--- src/mtt_pkg.sv ---
package mtt_pkg;

   localparam int NUM_TIMERS  = 8;
   localparam int NUM_EVENTS  = 8;
   localparam int NUM_SLOTS   = (NUM_TIMERS > NUM_EVENTS) ? NUM_TIMERS : NUM_EVENTS;
   localparam int MAX_RESULTS = 16;
   localparam int CNT_W       = $clog2(MAX_RESULTS);
   localparam int TIME_W      = 32;
   localparam int SLOT_W      = 3;

   localparam logic [TIME_W-1:0] DISARMED = '1;

   typedef enum logic [2:0] {
      FUNC_TICK     = 3'd0,
      FUNC_ARM      = 3'd1,
      FUNC_ENABLE   = 3'd2,
      FUNC_SIGNAL   = 3'd3,
      FUNC_CLEAR    = 3'd4,
      FUNC_DISPATCH = 3'd5,
      FUNC_READ     = 3'd6
   } func_type;

   typedef enum logic [1:0] {
      KIND_NONE  = 2'd0,
      KIND_EVENT = 2'd1,
      KIND_TIMER = 2'd2,
      KIND_TIME  = 2'd3
   } kind_type;

   typedef enum logic [2:0] {
      CELL_IDLE,
      CELL_ARM,
      CELL_ENABLE,
      CELL_SIGNAL,
      CELL_CLEAR,
      CELL_LOAD,
      CELL_POP_EV,
      CELL_POP_TM
   } cell_op_type;

   typedef enum logic [1:0] {
      ST_IDLE,
      ST_TICK,
      ST_DISP
   } state_type;

   // broadcast from the controller to every cell
   typedef struct packed {
      cell_op_type       op;
      logic [TIME_W-1:0] value;
      logic              enable;
      logic              due;
      logic [TIME_W-1:0] now;
   } cell_cmd_type;

   // handed from each cell to its lower neighbour
   typedef struct packed {
      logic ev;
      logic ev2;
      logic tm;
      logic tm2;
      logic due;
   } chain_type;

endpackage

--- src/mtt_cell.sv ---
module mtt_cell
   import mtt_pkg::*;
(
   input  logic         clock,
   input  logic         reset,
   input  cell_cmd_type cmd,
   input  logic         sel,
   input  logic         has_timer,
   input  logic         has_event,
   input  chain_type    chain_in,
   output chain_type    chain_out,
   output logic         pick_ev,
   output logic         pick_tm
);

   logic [TIME_W-1:0] deadline_ff, deadline_in;
   logic              enabled_ff, enabled_in;
   logic              signalled_ff, signalled_in;
   logic              pend_ev_ff, pend_ev_in;
   logic              pend_tm_ff, pend_tm_in;
   logic              expired;

   assign expired = has_timer & (deadline_ff < cmd.now);

   assign pick_ev = pend_ev_ff & ~chain_in.ev;
   assign pick_tm = pend_tm_ff & ~chain_in.tm;

   assign chain_out.ev  = chain_in.ev | pend_ev_ff;
   assign chain_out.ev2 = chain_in.ev2 | (chain_in.ev & pend_ev_ff);
   assign chain_out.tm  = chain_in.tm | pend_tm_ff;
   assign chain_out.tm2 = chain_in.tm2 | (chain_in.tm & pend_tm_ff);
   assign chain_out.due = chain_in.due | expired;

   always_comb begin
      deadline_in  = deadline_ff;
      enabled_in   = enabled_ff;
      signalled_in = signalled_ff;
      pend_ev_in   = pend_ev_ff;
      pend_tm_in   = pend_tm_ff;
      unique case (cmd.op)
         CELL_IDLE: begin
         end
         CELL_ARM: begin
            if (sel && has_timer) deadline_in = cmd.value;
         end
         CELL_ENABLE: begin
            if (sel && has_event) enabled_in = cmd.enable;
         end
         CELL_SIGNAL: begin
            if (sel && has_event && enabled_ff) signalled_in = 1'b1;
         end
         CELL_CLEAR: begin
            if (sel && has_event) signalled_in = 1'b0;
         end
         CELL_LOAD: begin
            // snapshot what this dispatch reports, disarm expired timers now if a tick set due
            pend_ev_in = signalled_ff & has_event;
            pend_tm_in = cmd.due & expired;
            if (cmd.due && expired) deadline_in = DISARMED;
         end
         CELL_POP_EV: begin
            if (pick_ev) pend_ev_in = 1'b0;
         end
         CELL_POP_TM: begin
            if (pick_tm) pend_tm_in = 1'b0;
         end
      endcase
   end

   always_ff @(posedge clock) begin
      if (reset) begin
         deadline_ff  <= DISARMED;
         enabled_ff   <= 1'b0;
         signalled_ff <= 1'b0;
         pend_ev_ff   <= 1'b0;
         pend_tm_ff   <= 1'b0;
      end else begin
         deadline_ff  <= deadline_in;
         enabled_ff   <= enabled_in;
         signalled_ff <= signalled_in;
         pend_ev_ff   <= pend_ev_in;
         pend_tm_ff   <= pend_tm_in;
      end
   end

endmodule

--- src/ms_tick_timer_and_event_dispatcher_core.sv ---
// millisecond tick timer with one-shot timers and event dispatch
//
// request channel (req_*): one beat per command, func selects tick, arm, event
// enable, signal, clear, dispatch or read time. req_stall is high while a
// command is being worked on and while the result register is full and stalled.
// result channel (rsp_*): registered, rsp_last marks the final beat of a command.
// tick counts, then compares across every timer cell in the tick state;
// arm, enable, signal and clear are applied as they are taken and give no result.
// read time gives one beat in the cycle after the command is taken.
// dispatch loads its reports into the cells and holds the request side until
// its last beat is registered, giving one beat per cycle: signalled events from
// the highest index down, then expired timers if a tick has flagged one as due,
// at most sixteen beats; a dispatch with nothing to report gives one beat of
// kind none. the row of cells picks the next report by a priority chain.
// a stall on the result side holds the current beat and pauses the dispatch.
// reset clears the count, disarms every timer and clears all event bits.
module ms_tick_timer_and_event_dispatcher_core
   import mtt_pkg::*;
(
   input  logic              clock,
   input  logic              reset,
   input  logic              req_valid,
   output logic              req_stall,
   input  logic [2:0]        req_func,
   input  logic [SLOT_W-1:0] req_slot,
   input  logic [TIME_W-1:0] req_delay,
   input  logic              req_enable,
   output logic              rsp_valid,
   input  logic              rsp_stall,
   output logic [1:0]        rsp_kind,
   output logic [SLOT_W-1:0] rsp_index,
   output logic [TIME_W-1:0] rsp_time_res,
   output logic              rsp_last
);

   state_type         state_ff, state_in;
   logic [TIME_W-1:0] count_ff, count_in;
   logic              due_ff, due_in;
   logic [CNT_W-1:0]  res_cnt_ff, res_cnt_in;
   logic              rsp_valid_ff, rsp_valid_in;
   kind_type          rsp_kind_ff, rsp_kind_in;
   logic [SLOT_W-1:0] rsp_index_ff, rsp_index_in;
   logic [TIME_W-1:0] rsp_time_ff, rsp_time_in;
   logic              rsp_last_ff, rsp_last_in;

   cell_cmd_type      cmd;
   chain_type         chain_link [NUM_SLOTS:0];
   logic [NUM_SLOTS-1:0] slot_sel, pick_ev, pick_tm;
   logic [SLOT_W-1:0] ev_idx, tm_idx;
   logic              out_free, accept, at_limit;
   func_type          func;

   assign chain_link[NUM_SLOTS] = '0;

   for (genvar i = 0; i < NUM_SLOTS; i++) begin : g_cell
      assign slot_sel[i] = (int'(req_slot) == i);
      mtt_cell u_cell (
         .clock     (clock),
         .reset     (reset),
         .cmd       (cmd),
         .sel       (slot_sel[i]),
         .has_timer (i < NUM_TIMERS),
         .has_event (i < NUM_EVENTS),
         .chain_in  (chain_link[i+1]),
         .chain_out (chain_link[i]),
         .pick_ev   (pick_ev[i]),
         .pick_tm   (pick_tm[i])
      );
   end

   // one-hot pick to index
   always_comb begin
      ev_idx = '0;
      tm_idx = '0;
      for (int i = 0; i < NUM_SLOTS; i++) begin
         if (pick_ev[i]) ev_idx = ev_idx | SLOT_W'(i);
         if (pick_tm[i]) tm_idx = tm_idx | SLOT_W'(i);
      end
   end

   assign out_free  = !rsp_valid_ff || !rsp_stall;
   assign req_stall = (state_ff != ST_IDLE) || !out_free;
   assign accept    = req_valid && !req_stall;
   assign func      = func_type'(req_func);
   assign at_limit  = (res_cnt_ff == CNT_W'(MAX_RESULTS - 1));

   always_comb begin
      state_in     = state_ff;
      count_in     = count_ff;
      due_in       = due_ff;
      res_cnt_in   = res_cnt_ff;
      rsp_valid_in = rsp_valid_ff && rsp_stall;
      rsp_kind_in  = rsp_kind_ff;
      rsp_index_in = rsp_index_ff;
      rsp_time_in  = rsp_time_ff;
      rsp_last_in  = rsp_last_ff;
      cmd.op       = CELL_IDLE;
      cmd.value    = count_ff + req_delay;
      cmd.enable   = req_enable;
      cmd.due      = due_ff;
      cmd.now      = count_ff;

      unique case (state_ff)
         ST_IDLE: begin
            if (accept) begin
               unique case (func)
                  FUNC_TICK: begin
                     count_in = count_ff + 1'b1;
                     state_in = ST_TICK;
                  end
                  FUNC_ARM:    cmd.op = CELL_ARM;
                  FUNC_ENABLE: cmd.op = CELL_ENABLE;
                  FUNC_SIGNAL: cmd.op = CELL_SIGNAL;
                  FUNC_CLEAR:  cmd.op = CELL_CLEAR;
                  FUNC_DISPATCH: begin
                     cmd.op     = CELL_LOAD;
                     due_in     = 1'b0;
                     res_cnt_in = '0;
                     state_in   = ST_DISP;
                  end
                  FUNC_READ: begin
                     rsp_valid_in = 1'b1;
                     rsp_kind_in  = KIND_TIME;
                     rsp_index_in = '0;
                     rsp_time_in  = count_ff;
                     rsp_last_in  = 1'b1;
                  end
                  default: begin
                  end
               endcase
            end
         end
         ST_TICK: begin
            // count_ff already holds the new time here
            if (chain_link[0].due) due_in = 1'b1;
            state_in = ST_IDLE;
         end
         ST_DISP: begin
            if (out_free) begin
               rsp_valid_in = 1'b1;
               rsp_time_in  = '0;
               res_cnt_in   = res_cnt_ff + 1'b1;
               priority if (chain_link[0].ev) begin
                  cmd.op       = CELL_POP_EV;
                  rsp_kind_in  = KIND_EVENT;
                  rsp_index_in = ev_idx;
                  rsp_last_in  = !(chain_link[0].ev2 || chain_link[0].tm) || at_limit;
               end else if (chain_link[0].tm) begin
                  cmd.op       = CELL_POP_TM;
                  rsp_kind_in  = KIND_TIMER;
                  rsp_index_in = tm_idx;
                  rsp_last_in  = !chain_link[0].tm2 || at_limit;
               end else begin
                  rsp_kind_in  = KIND_NONE;
                  rsp_index_in = '0;
                  rsp_last_in  = 1'b1;
               end
               if (rsp_last_in) state_in = ST_IDLE;
            end
         end
         default: state_in = ST_IDLE;
      endcase
   end

   always_ff @(posedge clock) begin
      if (reset) begin
         state_ff     <= ST_IDLE;
         count_ff     <= '0;
         due_ff       <= 1'b0;
         res_cnt_ff   <= '0;
         rsp_valid_ff <= 1'b0;
      end else begin
         state_ff     <= state_in;
         count_ff     <= count_in;
         due_ff       <= due_in;
         res_cnt_ff   <= res_cnt_in;
         rsp_valid_ff <= rsp_valid_in;
      end
   end

   always_ff @(posedge clock) begin
      rsp_kind_ff  <= rsp_kind_in;
      rsp_index_ff <= rsp_index_in;
      rsp_time_ff  <= rsp_time_in;
      rsp_last_ff  <= rsp_last_in;
   end

   assign rsp_valid    = rsp_valid_ff;
   assign rsp_kind     = rsp_kind_ff;
   assign rsp_index    = rsp_index_ff;
   assign rsp_time_res = rsp_time_ff;
   assign rsp_last     = rsp_last_ff;

endmodule

--- config.mk ---
export PLATFORM = sky130hd
export DESIGN_NAME = ms_tick_timer_and_event_dispatcher_core
export DESIGN_NICKNAME = d
export VERILOG_FILES = /design/src/mtt_pkg.sv /design/src/mtt_cell.sv /design/src/ms_tick_timer_and_event_dispatcher_core.sv
export SDC_FILE = /design/constraint.sdc
export NUM_CORES = 1
export LEC_CHECK = 0
export ABC_AREA = 1
export BUFFER_PORTS_ARGS = -buffer_cell sky130_fd_sc_hd__buf_2
export CAP_MARGIN = 20
export CELL_PAD_IN_SITES_DETAIL_PLACEMENT = 1
export CELL_PAD_IN_SITES_GLOBAL_PLACEMENT = 2
export CORE_UTILIZATION = 40
export DETAILED_ROUTE_END_ITERATION = 16
export GPL_TIMING_DRIVEN = 0
export PLACE_DENSITY = 0.88
export SETUP_SLACK_MARGIN = 0.05
export SYNTH_ARGS = -nofsm -noshare
export SYNTH_HDL_FRONTEND = slang
export SYNTH_SLANG_ARGS = --single-unit
--- constraint.sdc ---
create_clock -name clock -period 6 [get_ports clock]
set_input_delay 0.6 -clock clock [delete_from_list [all_inputs] [get_ports clock]]
set_output_delay 0.6 -clock clock [all_outputs]
set_load 0.1 [all_outputs]
# After elaboration in Yosys (flattened, before gate mapping)
# Cells that the tools add are included.
# word_totals
register_bits,366
word_cells,440
output_inout_bits,40
# classes
n_eq_ne,76
muxes,139
addsub,3
reduce_logical,82
bitwise,83
n_lt_le_gt_ge,8
# op_table
operator,n
32-bit two-way mux,19
32-bit case mux with 2 select lines,9
32-bit < comparator,8
"2-bit by 1-bit inequality test with 1-bit output, second input constant",48
1-bit case mux with 2 select lines,27
3-bit two-way mux,17
3-bit AND reduction,17
1-bit two-way mux,45
2-bit AND reduction,22
1-bit AND,36
"3-bit equality test, second input constant",11
1-bit bitwise OR,33
"32-bit by 1-bit adder with 32-bit output, second input constant",1
32-bit adder,1
2-bit two-way mux,12
"3-bit by 2-bit equality test with 1-bit output, second input constant",6
1-bit logical AND,18
4-bit AND reduction,4
3-bit case mux with 5 select lines,1
1-bit NOT,14
2-bit nonzero test,7
4-bit two-way mux,3
2-bit case mux with 2 select lines,3
3-bit case mux with 2 select lines,2
other kinds (12),27

# Depth between registers and ports, before layout
# Gate-level depths: netlist (run 1).
# depth
depth_word,18
depth_mapped,17
depth_no_buf,17

# By module
# Synthesis (run 1) repeated with hierarchy kept, for this count alone.
# hier_totals
cells_unflattened,3760
hier_area_um2,29314.4
# by_module_without_submodules
module,cells_each,area_each_um2,seq_area_each_um2,n_inst
mtt_cell,351,2910.3,720.7,8
ms_tick_timer_and_event_dispatcher_core,952,6032.0,1941.9,1

# Worst setup path before layout (run 1)
# No wires, ideal clock.
# synth_path
path_kind,register -> register
startpoint,"register rsp_valid_ff, in the netlist rsp_valid"
endpoint,"register rsp_index_ff[0], in the netlist rsp_index[0], enable pin"
arrival_time_ps,2939
setup_time_ps,433
setup_slack_ps,2627
n_path_buf,0
period_less_slack_ps,3373
path_stages_with_launch,6
cell_sequence,dfxtp_1 -> nand2_1 -> nand3_1 -> nand2_1 -> o21ai_0 -> nor2_1
# synth_via
elab_chain_len,8
elab_cells_between_ends,9
# synth_lines
element,line,source
"start, declared",ms_tick_timer_and_event_dispatcher_core.sv:40,"logic rsp_valid_ff, rsp_valid_in;"
"start signal, assigned",ms_tick_timer_and_event_dispatcher_core.sv:177,rsp_valid_ff <= rsp_valid_in;
1-bit logical NOT *,ms_tick_timer_and_event_dispatcher_core.sv:81,assign out_free = !rsp_valid_ff || !rsp_stall;
1-bit logical OR *,ms_tick_timer_and_event_dispatcher_core.sv:81,
1-bit logical NOT,ms_tick_timer_and_event_dispatcher_core.sv:82,assign req_stall = (state_ff != ST_IDLE) || !out_free;
1-bit logical OR,ms_tick_timer_and_event_dispatcher_core.sv:82,
1-bit logical NOT,ms_tick_timer_and_event_dispatcher_core.sv:83,assign accept = req_valid && !req_stall;
1-bit logical AND,ms_tick_timer_and_event_dispatcher_core.sv:83,
2-bit inequality test (no line),n/a,
4-bit AND reduction (no line) *,n/a,
"end signal, assigned",ms_tick_timer_and_event_dispatcher_core.sv:183,rsp_index_ff <= rsp_index_in;
"end, declared",ms_tick_timer_and_event_dispatcher_core.sv:42,"logic [SLOT_W-1:0] rsp_index_ff, rsp_index_in;"
# Every way passes the cells marked *; elsewhere a longest branch is shown, timed or not.
# A chain may end at the register's enable or synchronous reset.

# Worst setup path in the final report (run 1)
# layout_path
startpoint,register count_ff[0]
endpoint,register g_cell[4].u_cell.deadline_ff[28]
# layout_via
elab_chain_len,4
elab_cells_between_ends,7
# layout_lines
element,line,source
"start, declared",ms_tick_timer_and_event_dispatcher_core.sv:37,"logic [TIME_W-1:0] count_ff, count_in;"
"start signal, assigned",ms_tick_timer_and_event_dispatcher_core.sv:174,count_ff <= count_in;
32-bit < comparator,mtt_cell.sv:23,assign expired = has_timer & (deadline_ff < cmd.now);
1-bit logical AND,mtt_cell.sv:59,if (cmd.due && expired) deadline_in = DISARMED;
2-bit by 1-bit inequality test with 1-bit output (no line),n/a,
3-bit AND reduction (no line),n/a,
"end signal, assigned",mtt_cell.sv:78,deadline_ff <= deadline_in;
"end, declared",mtt_cell.sv:16,"logic [TIME_W-1:0] deadline_ff, deadline_in;"
# Parallel ways exist; a longest one is shown, timed or not. The select of a mux whose other input is x is not followed.

==> results.sh, run 1 <==
export IMPL_die_area_um2=55400
export IMPL_crit_type="flip-flop to flip-flop"
export IMPL_setup_tns_ns=0
export IMPL_max_freq_mhz=278
export IMPL_yosys_register_bits=366
export IMPL_grt_start_max_net_pins=26
export IMPL_crit_slowest_cell="o21ai_1"
export IMPL_htree_num_levels=2
export IMPL_gp_congestion=0.922
export IMPL_areaGrowthSynthToFinish_pct=12.7
export IMPL_die_height_um=235
export IMPL_clockRootBuffer="clkbuf_16"
export IMPL_min_from="req_func[0]"
export IMPL_skew_ns=0.0262
export IMPL_multi_input_area_um2=12700
export IMPL_grt_ovfl_total=0
export IMPL_final_area_um2=24600
export IMPL_syn_num_nets=3231
export IMPL_port_buffers=80
export IMPL_drive_gt1_share_pct=7.80
export IMPL_fin_crit_sh_pct=60.0
export IMPL_synth_area_leaders="dfxtp_1, ha_1, nand3_1"
export IMPL_viasPerCell=5.74
export IMPL_synth_edf_count=38
export IMPL_grt_pass1_wl_mm=128
export IMPL_cts_made_buffers=45
export IMPL_drt_total_wl_mm=81.9
export IMPL_clock_path_buffers=3
export IMPL_drt_iter0_drc=1074
export IMPL_seqCellArea_um2=7710
export IMPL_arrival_ns=4.11
export IMPL_core_area_um2=53800
export IMPL_die_w_um=235
export IMPL_clk_pin_slew_ns=0.06
export IMPL_dr_pass1_iters=5
export IMPL_required_ns=6.51
export IMPL_worst_skew_pair_late_latency_ns=0.60
export IMPL_rows=85
export IMPL_dpl_cell_area_um2=23100
export IMPL_n_antenna_cell=0
export IMPL_syn_area_per_cell_um2=7.50
export IMPL_synth_cells=2906
export IMPL_drc=0
export IMPL_clock_sinks=366
export IMPL_end_kind="flip-flop"
export IMPL_timing_hold_ws_ns=0.390
export IMPL_vias=21600
export IMPL_synth_warnings=0
export IMPL_grt_usage_pct=29.5
export IMPL_netlist_area_um2=21800
export IMPL_grt_pass1_vias=22700
export IMPL_worst_pin_slew_ns=1.17
export IMPL_dp_hpwl_mm=64.6
export IMPL_final_nets=3361
export IMPL_async_reset_ff_share_pct=0
export IMPL_vdd_drop_max_v=0.000188
export IMPL_ios=83
export IMPL_synth_cell_types=49
export IMPL_cts_resized=0
export IMPL_outcome="complete, no violations"
export IMPL_power_per_cell_area_nw_per_um2=232
export IMPL_cp_start_kind="flip-flop"
export IMPL_r2r_start="count_ff[0]"
export IMPL_finalHoldViolCount=0
export IMPL_cts_tree="built"
export IMPL_postCtsSetupBuffers=0
export IMPL_gr_usage_met2_pct=52.9
export IMPL_grt_busiest_layer="met2"
export IMPL_crit_path_max_incr_delay_ns=0.65
export IMPL_synth_top_area_share_pct=30.1
export IMPL_start_util_pct=40.5
export IMPL_routedWlPerCell_um=21.8
export IMPL_synth_area_leader_cell="dfxtp_1"
export IMPL_critPathMaxFanout=8
export IMPL_slew_viol_final=0
export IMPL_power_mw=5.71
export IMPL_slew_headroom_pct=21.7
export IMPL_crit_chain="ha_1 -> inv_1 -> fa_1 -> o21ai_0 -> nand3_1 -> nand2_1 -> inv_1 -> o21ai_0 -> a21oi_1 -> o21ai_1 -> nand2_1 -> nand3_1"
export IMPL_met3_usage_pct=2.84
export IMPL_ant_nets=0
export IMPL_cts_hold_buffers=0
export IMPL_fill_cells=6755
export IMPL_setup_violations_final=0
export IMPL_max_cap_viol_count=0
export IMPL_yosysSeqAreaShare_pct=35.4
export IMPL_ys_flop_type="dfxtp_1"
export IMPL_met1_usage_pct=36.3
export IMPL_post_route_min_period_ns=3.60
export IMPL_rsz0062_at_grt="no"
export IMPL_hold_class="input pin to flip-flop"
export IMPL_cp_startpoint="count_ff[0]"
export IMPL_antenna_found_initial=2
export IMPL_leakagePower_nw=10.9
through the flow:
stage          setup slack [ns]  cells  utilization (%)
2_1_floorplan              2.63   2906                -
3_3_place_gp               1.64   3682             42.9
3_5_place_dp               2.30   3685             43.0
4_1_cts                    2.45   3761             45.6
5_1_grt                    2.24   3761             45.6
6_report                   2.40   3761             45.6
cells by family (layout without fill, tap and decap cells):
| logic type | count (synthesis) | in the layout | synth area share (%) |
|---|---|---|---|
| and+or+nand+nor | 1549 | 1549 | 32.2 |
| AOI/OAI and AO/OA | 375 | 375 | 9.32 |
| DFF | 366 | 366 | 35.4 |
| buffers and inverters | 322 | 481 | 6.41 |
| adders and majority gates | 282 | 282 | 16.2 |
| xor gates and xnor gates | 12 | 12 | 0.482 |
metal layers:
layer	up-vias	part of all wire, %	wire [um]
li1	10300	-	-
met1	10800	44	35600
met2	407	50	40700
met3	138	3.3	2700
met4	0	3.4	2820
met5	-	0	0
flip-flops by register name, indices dropped and copies added (netlist names), 3 cells and up:
name	cells
count_ff	32
res_cnt_ff	4
g_cell.u_cell.enabled_ff	8
g_cell.u_cell.signalled_ff	8
g_cell.u_cell.pend_tm_ff	8
g_cell.u_cell.pend_ev_ff	8
rsp_index	3
g_cell.u_cell.deadline_ff	256
rsp_time_res	32
synth_stat cells, drive strengths merged, types with 3 or more instances:
| cell type | instances |
|---|---|
| a211oi | 5 |
| a21o | 3 |
| a21oi | 220 |
| a31oi | 6 |
| buf | 42 |
| clkbuf | 78 |
| dfxtp | 328 |
| edfxtp | 38 |
| ha | 281 |
| inv | 201 |
| nand2 | 622 |
| nand3 | 631 |
| nand3b | 5 |
| nand4 | 37 |
| nor2 | 172 |
| nor3 | 52 |
| nor4 | 14 |
| o211ai | 12 |
| o21a | 15 |
| o21ai | 96 |
| o21bai | 6 |
| or2 | 14 |
| xor2 | 10 |
layout make-up:
cell class                 instances  share of cell area (%)
timing repair buffer              83                    1.80
clock buffer                      70                    5.71
multi-input combinational       2218                    51.7
sequential                       366                    31.4
clock inverter                     6                   0.148
tap                              696                    3.55
inverter                         202                    3.09
buffer                           120                    2.59
worst paths after layout:
| check | slack (ns) | depth (start not counted) | to |
|---|---|---|---|
| worst min register to register | 0.45 | 2 | g_cell[6].u_cell.signalled_ff |
| worst max register to register | 2.40 | 12 | g_cell[4].u_cell.deadline_ff[28] |
| worst min-delay path | 0.39 | 4 | rsp_valid |
| worst max-delay path | 2.40 | 12 | g_cell[4].u_cell.deadline_ff[28] |
critical path, delay by kind of cell, from the launching register on:
kind / cells / cell delay, ns
and+or+nand+nor: 4 / 0.60
DFF: 1 / 0.63
adders and majority gates: 2 / 0.69
AOI/OAI and AO/OA: 4 / 1.43
buffers and inverters: 2 / 0.16
cell usage in the layout, fill, tap and decap left out, types with 15 or more instances in the layout:
cell type / n
a21oi_1: 220
buf_2: 94
buf_6: 21
clkbuf_1: 87
clkbuf_16: 47
dfxtp_1: 328
edfxtp_1: 38
ha_1: 281
inv_1: 198
nand2_1: 604
nand3_1: 628
nand4_1: 37
nor2_1: 165
nor3_1: 51
o21a_1: 15
o21ai_0: 86
power by group:
| group | switching [mW] | internal [mW] |
|---|---|---|
| Sequential | 0.0221 | 2.51 |
| Combinational | 0.350 | 0.113 |
| Clock | 1.12 | 1.59 |
| Total | 1.50 | 4.21 |
No activity file was read; power rests on OpenSTA's default activity.
==> inputs of run 2 (changes only) <==
- CORE_UTILIZATION: 40 -> 34
- PLACE_DENSITY: 0.88 -> 0.8
- clock period: 6 -> 3 ns (I/O delays scaled with it)
==> run 2 against run 1 <==
Wire length is 5.7% higher. Combinational power increased by 110%. Clock-buffer cell count is 6 higher. Critical path depth decreased by 2. Total power up 100%. First-iteration DRC count grew 5.2%. Clock skew grew 0.017 ns.
==> results.sh, run 2 (synthesis results as in run 1) <==
export IMPL_die_area_um2=65100
export IMPL_r2r_start="count_ff[16]"
export IMPL_gp_congestion=0.883
export IMPL_critPathMaxFanout=8
export IMPL_viasPerCell=5.45
export IMPL_ios=83
export IMPL_place_ws_ns=-0.565
export IMPL_htree_num_levels=2
export IMPL_crit_slowest_cell="dfxtp_1"
export IMPL_dp_hpwl_mm=66.9
export IMPL_final_cell_mix="nand3_1, nand2_1, dfxtp_1"
export IMPL_min_to="rsp_valid"
export IMPL_rr_worst_depth=10
export IMPL_areaGrowthSynthToFinish_pct=21.3
export IMPL_routedWlPerCell_um=21.6
export IMPL_setup_violations_final=0
export IMPL_crit_path_max_incr_delay_ns=0.48
export IMPL_cp_startpoint="count_ff[16]"
export IMPL_largest_register="g_cell.u_cell.deadline_ff"
export IMPL_grt_pass1_vias=23000
export IMPL_rsz0062_at_grt="yes"
export IMPL_cts_made_buffers=46
export IMPL_worst_skew_pair_late_latency_ns=0.61
export IMPL_clockRootBuffer="clkbuf_16"
export IMPL_rows=92
export IMPL_dp_cells=3835
export IMPL_required_ns=3.45
export IMPL_worst_pin_slew_ns=1.08
export IMPL_fin_crit_sh_pct=95.4
export IMPL_grt_usage_pct=26.5
export IMPL_start_util_pct=34.5
export IMPL_largest_register_ffs=256
export IMPL_finalHoldViolCount=0
export IMPL_worstReg2RegEnd="g_cell[7].u_cell.deadline_ff[22]"
export IMPL_slew_viol_final=0
export IMPL_finalCoreUtilization_pct=41.8
export IMPL_timing_hold_ws_ns=0.0589
export IMPL_grt_start_max_net_pins=26
export IMPL_leakagePower_nw=11.7
export IMPL_final_nets=3449
export IMPL_max_freq_mhz=350
export IMPL_vdd_drop_max_v=0.000371
export IMPL_skew_ns=0.0435
export IMPL_port_buffers=80
export IMPL_hold_path_depth=4
export IMPL_grt_pass1_wl_mm=131
export IMPL_drt_total_wl_mm=86.6
export IMPL_ant_nets=0
export IMPL_hold_class="input pin to flip-flop"
export IMPL_antenna_found_initial=1
export IMPL_vias=21900
export IMPL_drc=0
export IMPL_power_per_cell_area_nw_per_um2=442
export IMPL_timing_final_ws_setup_ns=0.139
export IMPL_layout_commonest_cell="nand3_1"
export IMPL_drive_gt1_share_pct=14.6
export IMPL_clock_sinks=366
export IMPL_crit_type="flip-flop to flip-flop"
export IMPL_cp_start_kind="flip-flop"
export IMPL_cts_tree="built"
export IMPL_stdcell_count=4009
export IMPL_reg2reg_slack_ns=0.14
export IMPL_min_from="req_func[0]"
export IMPL_arrival_ns=3.31
export IMPL_core_area_um2=63200
export IMPL_die_height_um=255
export IMPL_clk_pin_slew_ns=0.06
export IMPL_end_kind="flip-flop"
export IMPL_dr_pass1_iters=5
export IMPL_slew_headroom_pct=27.6
export IMPL_die_w_um=255
export IMPL_outcome="complete, no violations"
export IMPL_max_cap_viol_count=0
export IMPL_grt_ovfl_total=0
export IMPL_drt_iter0_drc=1130
export IMPL_post_route_min_period_ns=2.86
export IMPL_clock_path_buffers=3
export IMPL_crit_chain="ha_1 -> nand2_1 -> o21ai_0 -> a21oi_1 -> o211ai_1 -> buf_4 -> a21oi_1 -> o21ai_4 -> nand2_1 -> nand3_1"
export IMPL_cts_hold_buffers=0
run 2: changes by cell type in the layout (fill, tap and decap cells not counted), sizes merged:
cell | previous run | this run
clkbuf | 148 | 136
inv | 202 | 176
diode | 0 | 1
clkinv | 5 | 8
bufinv | 0 | 1
buf | 125 | 230
clkinvlp | 1 | 27
run 2: per-stage QoR:
step | setup TNS, ns | cell area, um2 | power [mW]
2_1_floorplan | 0 | 21800 | 5.74
3_3_place_gp | -77.37 | 23300 | 6.05
3_5_place_dp | -90.01 | 23300 | 6.09
4_1_cts | 0 | 25900 | 11.8
5_1_grt | 0 | 26400 | 12.1
6_report | 0 | 26400 | 11.7
run 2: final cells by class:
| class | count | area (um2) |
|---|---|---|
| clock buffer | 76 | 1390 |
| sequential | 366 | 7720 |
| timing repair buffer | 170 | 1400 |
| antenna | 1 | 2.50 |
| clock inverter | 10 | 119 |
| multi-input combinational | 2218 | 13100 |
| fill | 7724 | 36800 |
| tap | 846 | 1060 |
| inverter | 202 | 861 |
| buffer | 120 | 739 |
run 2: worst max-delay path: cells and delay by family, from the launching register on:
kind	cells	cell delay, ns
flip-flops	1	0.48
adder cells (fa/ha/maj)	1	0.34
AO/OA/AOI/OAI	5	1.28
buffers and inverters	1	0.22
AND/OR/NAND/NOR	3	0.39
run 2: power by group:
part           switching [mW]  internal, mW
clock network            2.38          3.27
logic                   0.728         0.253
registers              0.0439          5.02
total                    3.15          8.54
run 2: worst max-delay path by stage:
stage / to / slack, ns / cells past startpoint
final: g_cell[7].u_cell.deadline_ff[22] / 0.14 / 10
after global routing: g_cell[7].u_cell.deadline_ff[22] / 0.02 / 10
after CTS: count_ff[25] / 0.02 / 12
after detailed placement: g_cell[5].u_cell.deadline_ff[28] / -0.57 / 12
after global placement: g_cell[5].u_cell.deadline_ff[28] / -0.52 / 12
after floorplan: g_cell[3].u_cell.deadline_ff[1] / 0.17 / 10
run 2: what timing repair did:
item	in CTS	in global routing
buffers inserted	64	23
gates resized for setup	103	128
pin swaps	4	9
setup endpoints to repair	286	295
run 2: routing by layer:
layer | up-vias | track usage [%] | part of all wire [%]
li1 | 10500 | - | -
met1 | 10800 | 32.6 | 43
met2 | 390 | 47.0 | 49
met3 | 150 | 3.38 | 4.3
met4 | 0 | 9.72 | 3.6
met5 | - | 0 | 0
==> inputs of run 3 (changes only) <==
- CORE_UTILIZATION: 34 -> 40
- PLACE_DENSITY: 0.8 -> 0.88
- clock period: 3 -> 3.3 ns (I/O delays scaled with it)
==> run 3 against run 2 <==
Sequential power down 9.1%. Largest power group unchanged. Clock-buffer cell count down 7. Cell count down 5.1%. Via count about the same. Global-route usage up 3.0 points. First-iteration DRC count down 1.7%. Worst setup slack worse by 0.036 ns. Critical path type unchanged. Die area down 15%. Hold slack better by 0.055 ns.
==> results.sh, run 3 (synthesis results as in run 1) <==
export IMPL_min_from="req_func[0]"
export IMPL_critPathMostFrequentCell="nand3_1"
export IMPL_timing_final_ws_setup_ns=0.103
export IMPL_dr_pass1_iters=6
export IMPL_swShare_pct=26.1
export IMPL_max_freq_mhz=313
export IMPL_drc=0
export IMPL_required_ns=3.82
export IMPL_rows=85
export IMPL_rr_worst_depth=13
export IMPL_seqPwrFrac_pct=43.5
export IMPL_post_route_min_period_ns=3.20
export IMPL_reg2reg_slack_ns=0.10
export IMPL_htree_num_levels=2
export IMPL_clk_pin_slew_ns=0.06
export IMPL_grt_usage_pct=29.5
export IMPL_die_w_um=235
export IMPL_clockRootBuffer="clkbuf_16"
export IMPL_crit_type="flip-flop to flip-flop"
export IMPL_grt_busiest_layer="met2"
export IMPL_port_buffers=80
export IMPL_fin_crit_sh_pct=96.9
export IMPL_layout_commonest_cell="nand3_1"
export IMPL_worst_skew_pair_late_latency_ns=0.59
export IMPL_vdd_drop_max_v=0.000324
export IMPL_outcome="complete, no violations"
export IMPL_cts_hold_buffers=0
export IMPL_drt_total_wl_mm=82.9
export IMPL_viasPerCell=5.74
export IMPL_die_area_um2=55400
export IMPL_drive_gt1_share_pct=10.8
export IMPL_end_kind="flip-flop"
export IMPL_core_area_um2=53800
export IMPL_worstReg2RegEnd="g_cell[7].u_cell.deadline_ff[27]"
export IMPL_power_switching_mw=2.76
export IMPL_clkPwrFrac_pct=48.4
export IMPL_hold_path_depth=4
export IMPL_gr_usage_met2_pct=54.0
export IMPL_met3_usage_pct=2.95
export IMPL_cts_made_buffers=45
export IMPL_ant_nets=0
export IMPL_vias=21800
export IMPL_clock_sinks=366
export IMPL_place_ws_ns=-0.350
export IMPL_leakagePower_nw=11.3
export IMPL_final_nets=3401
export IMPL_setup_violations_final=0
export IMPL_largest_register_ffs=256
export IMPL_p_comb_share_pct=8.1
export IMPL_largest_register="g_cell.u_cell.deadline_ff"
export IMPL_slew_headroom_pct=25.5
export IMPL_arrival_ns=3.72
export IMPL_finalCoreUtilization_pct=46.9
export IMPL_slew_viol_final=0
export IMPL_grt_start_max_net_pins=26
export IMPL_crit_chain="clkinvlp_4 -> buf_4 -> buf_4 -> ha_1 -> nand2_1 -> nor2_1 -> nand4_1 -> nor4_1 -> nand2_1 -> nand3_1 -> clkbuf_1 -> nand3_1 -> nand3_1"
export IMPL_max_cap_viol_count=0
export IMPL_dp_hpwl_mm=64.7
export IMPL_cts_tree="built"
export IMPL_drt_iter0_drc=1111
export IMPL_die_height_um=235
export IMPL_rsz0062_at_grt="yes"
export IMPL_final_cell_mix="nand3_1, nand2_1, dfxtp_1"
export IMPL_start_util_pct=40.5
export IMPL_grt_pass1_wl_mm=127
export IMPL_ios=83
export IMPL_finalHoldViolCount=0
export IMPL_skew_ns=0.0111
export IMPL_crit_family="simple AND/OR/NAND/NOR gates"
export IMPL_gp_congestion=0.930
export IMPL_areaGrowthSynthToFinish_pct=15.9
export IMPL_hold_class="input pin to flip-flop"
export IMPL_min_to="rsp_valid"
export IMPL_antenna_found_initial=1
export IMPL_cp_start_kind="flip-flop"
export IMPL_met1_usage_pct=35.7
export IMPL_grt_pass1_vias=22900
export IMPL_n_antenna_cell=0
export IMPL_critPathMaxFanout=10
export IMPL_p_int_mw=7.82
export IMPL_grt_ovfl_total=0
export IMPL_clock_path_buffers=3
export IMPL_crit_slowest_cell="dfxtp_1"
export IMPL_r2r_start="count_ff[29]"
export IMPL_crit_path_max_incr_delay_ns=0.52
export IMPL_routedWlPerCell_um=21.8
export IMPL_crit_buf_inv=4
export IMPL_power_per_cell_area_nw_per_um2=419
export IMPL_worst_pin_slew_ns=1.11
==> run 3: cell types whose count changed in the layout (fill, tap and decap cells not counted), sizes merged <==
cell and delta:
buf -64, inv +16, clkinvlp -15, clkbuf +10
bufinv +1, diode -1
==> run 3: worst max-delay path by stage <==
stage,end,cells after the start,startpoint,slack [ns]
after detailed placement,g_cell[5].u_cell.deadline_ff[26],11,req_delay[21],-0.35
after global placement,g_cell[5].u_cell.deadline_ff[26],11,req_delay[21],-0.23
after CTS,g_cell[3].u_cell.deadline_ff[29],9,state_ff[1],0.01
final,g_cell[7].u_cell.deadline_ff[27],13,count_ff[29],0.10
after floorplan,g_cell[3].u_cell.deadline_ff[1],10,rsp_valid,0.47
after global routing,g_cell[0].u_cell.deadline_ff[5],14,count_ff[26],-0.003
==> run 3: worst min-delay path: cells and delay by family <==
kind                   cells  cell delay [ns]
AO/OA/AOI/OAI              1             0.07
AND/OR/NAND/NOR            2             0.14
buffers and inverters      1             0.10
==> run 3: routing by layer <==
metal  part of all wire (%)  wire [um]  up-vias
li1                       -          -    10400
met1                     42      34800    10900
met2                     51      42200      458
met3                    4.0       3330      136
met4                    3.1       2570        0
met5                      0          0        -
==> run 3: layout make-up <==
type                       instances  area [um2]
fill                            6762       28600
multi-input combinational       2218       12800
sequential                       366        7710
clock buffer                      69        1390
timing repair buffer             123         881
tap                              696         871
inverter                         202         801
buffer                           120         654
clock inverter                    12         118
==> run 3: timing repair <==
item,in CTS,in global routing
gates cloned,0,0
pin swaps,1,0
endpoints found under the hold margin,0,0
buffers inserted,13,28
resized for setup,18,52
endpoints found under the setup margin,268,237
==> run 3: power groups by stage <==
stage	registers, mW	logic, mW	clock network [mW]
finish	4.60	0.859	5.13
global route	4.61	0.931	5.37
CTS	4.60	0.848	5.20
detailed placement	4.70	0.831	0
global placement	4.69	0.797	0
floorplan	4.79	0.432	0
==> run 3: metrics by stage <==
stage,TNS (ns),power (mW),instances,area [um2],hold WS [ns]
after CTS,0,10.6,3778,24900,0.0939
after floorplan,0,5.22,2906,21800,0.421
after detailed placement,-29.02,5.53,3684,23100,0.457
after global placement,-9.15,5.49,3682,23100,0.446
final,0,10.6,3806,25300,0.113
after global routing,-0.00278,10.9,3806,25300,0.132
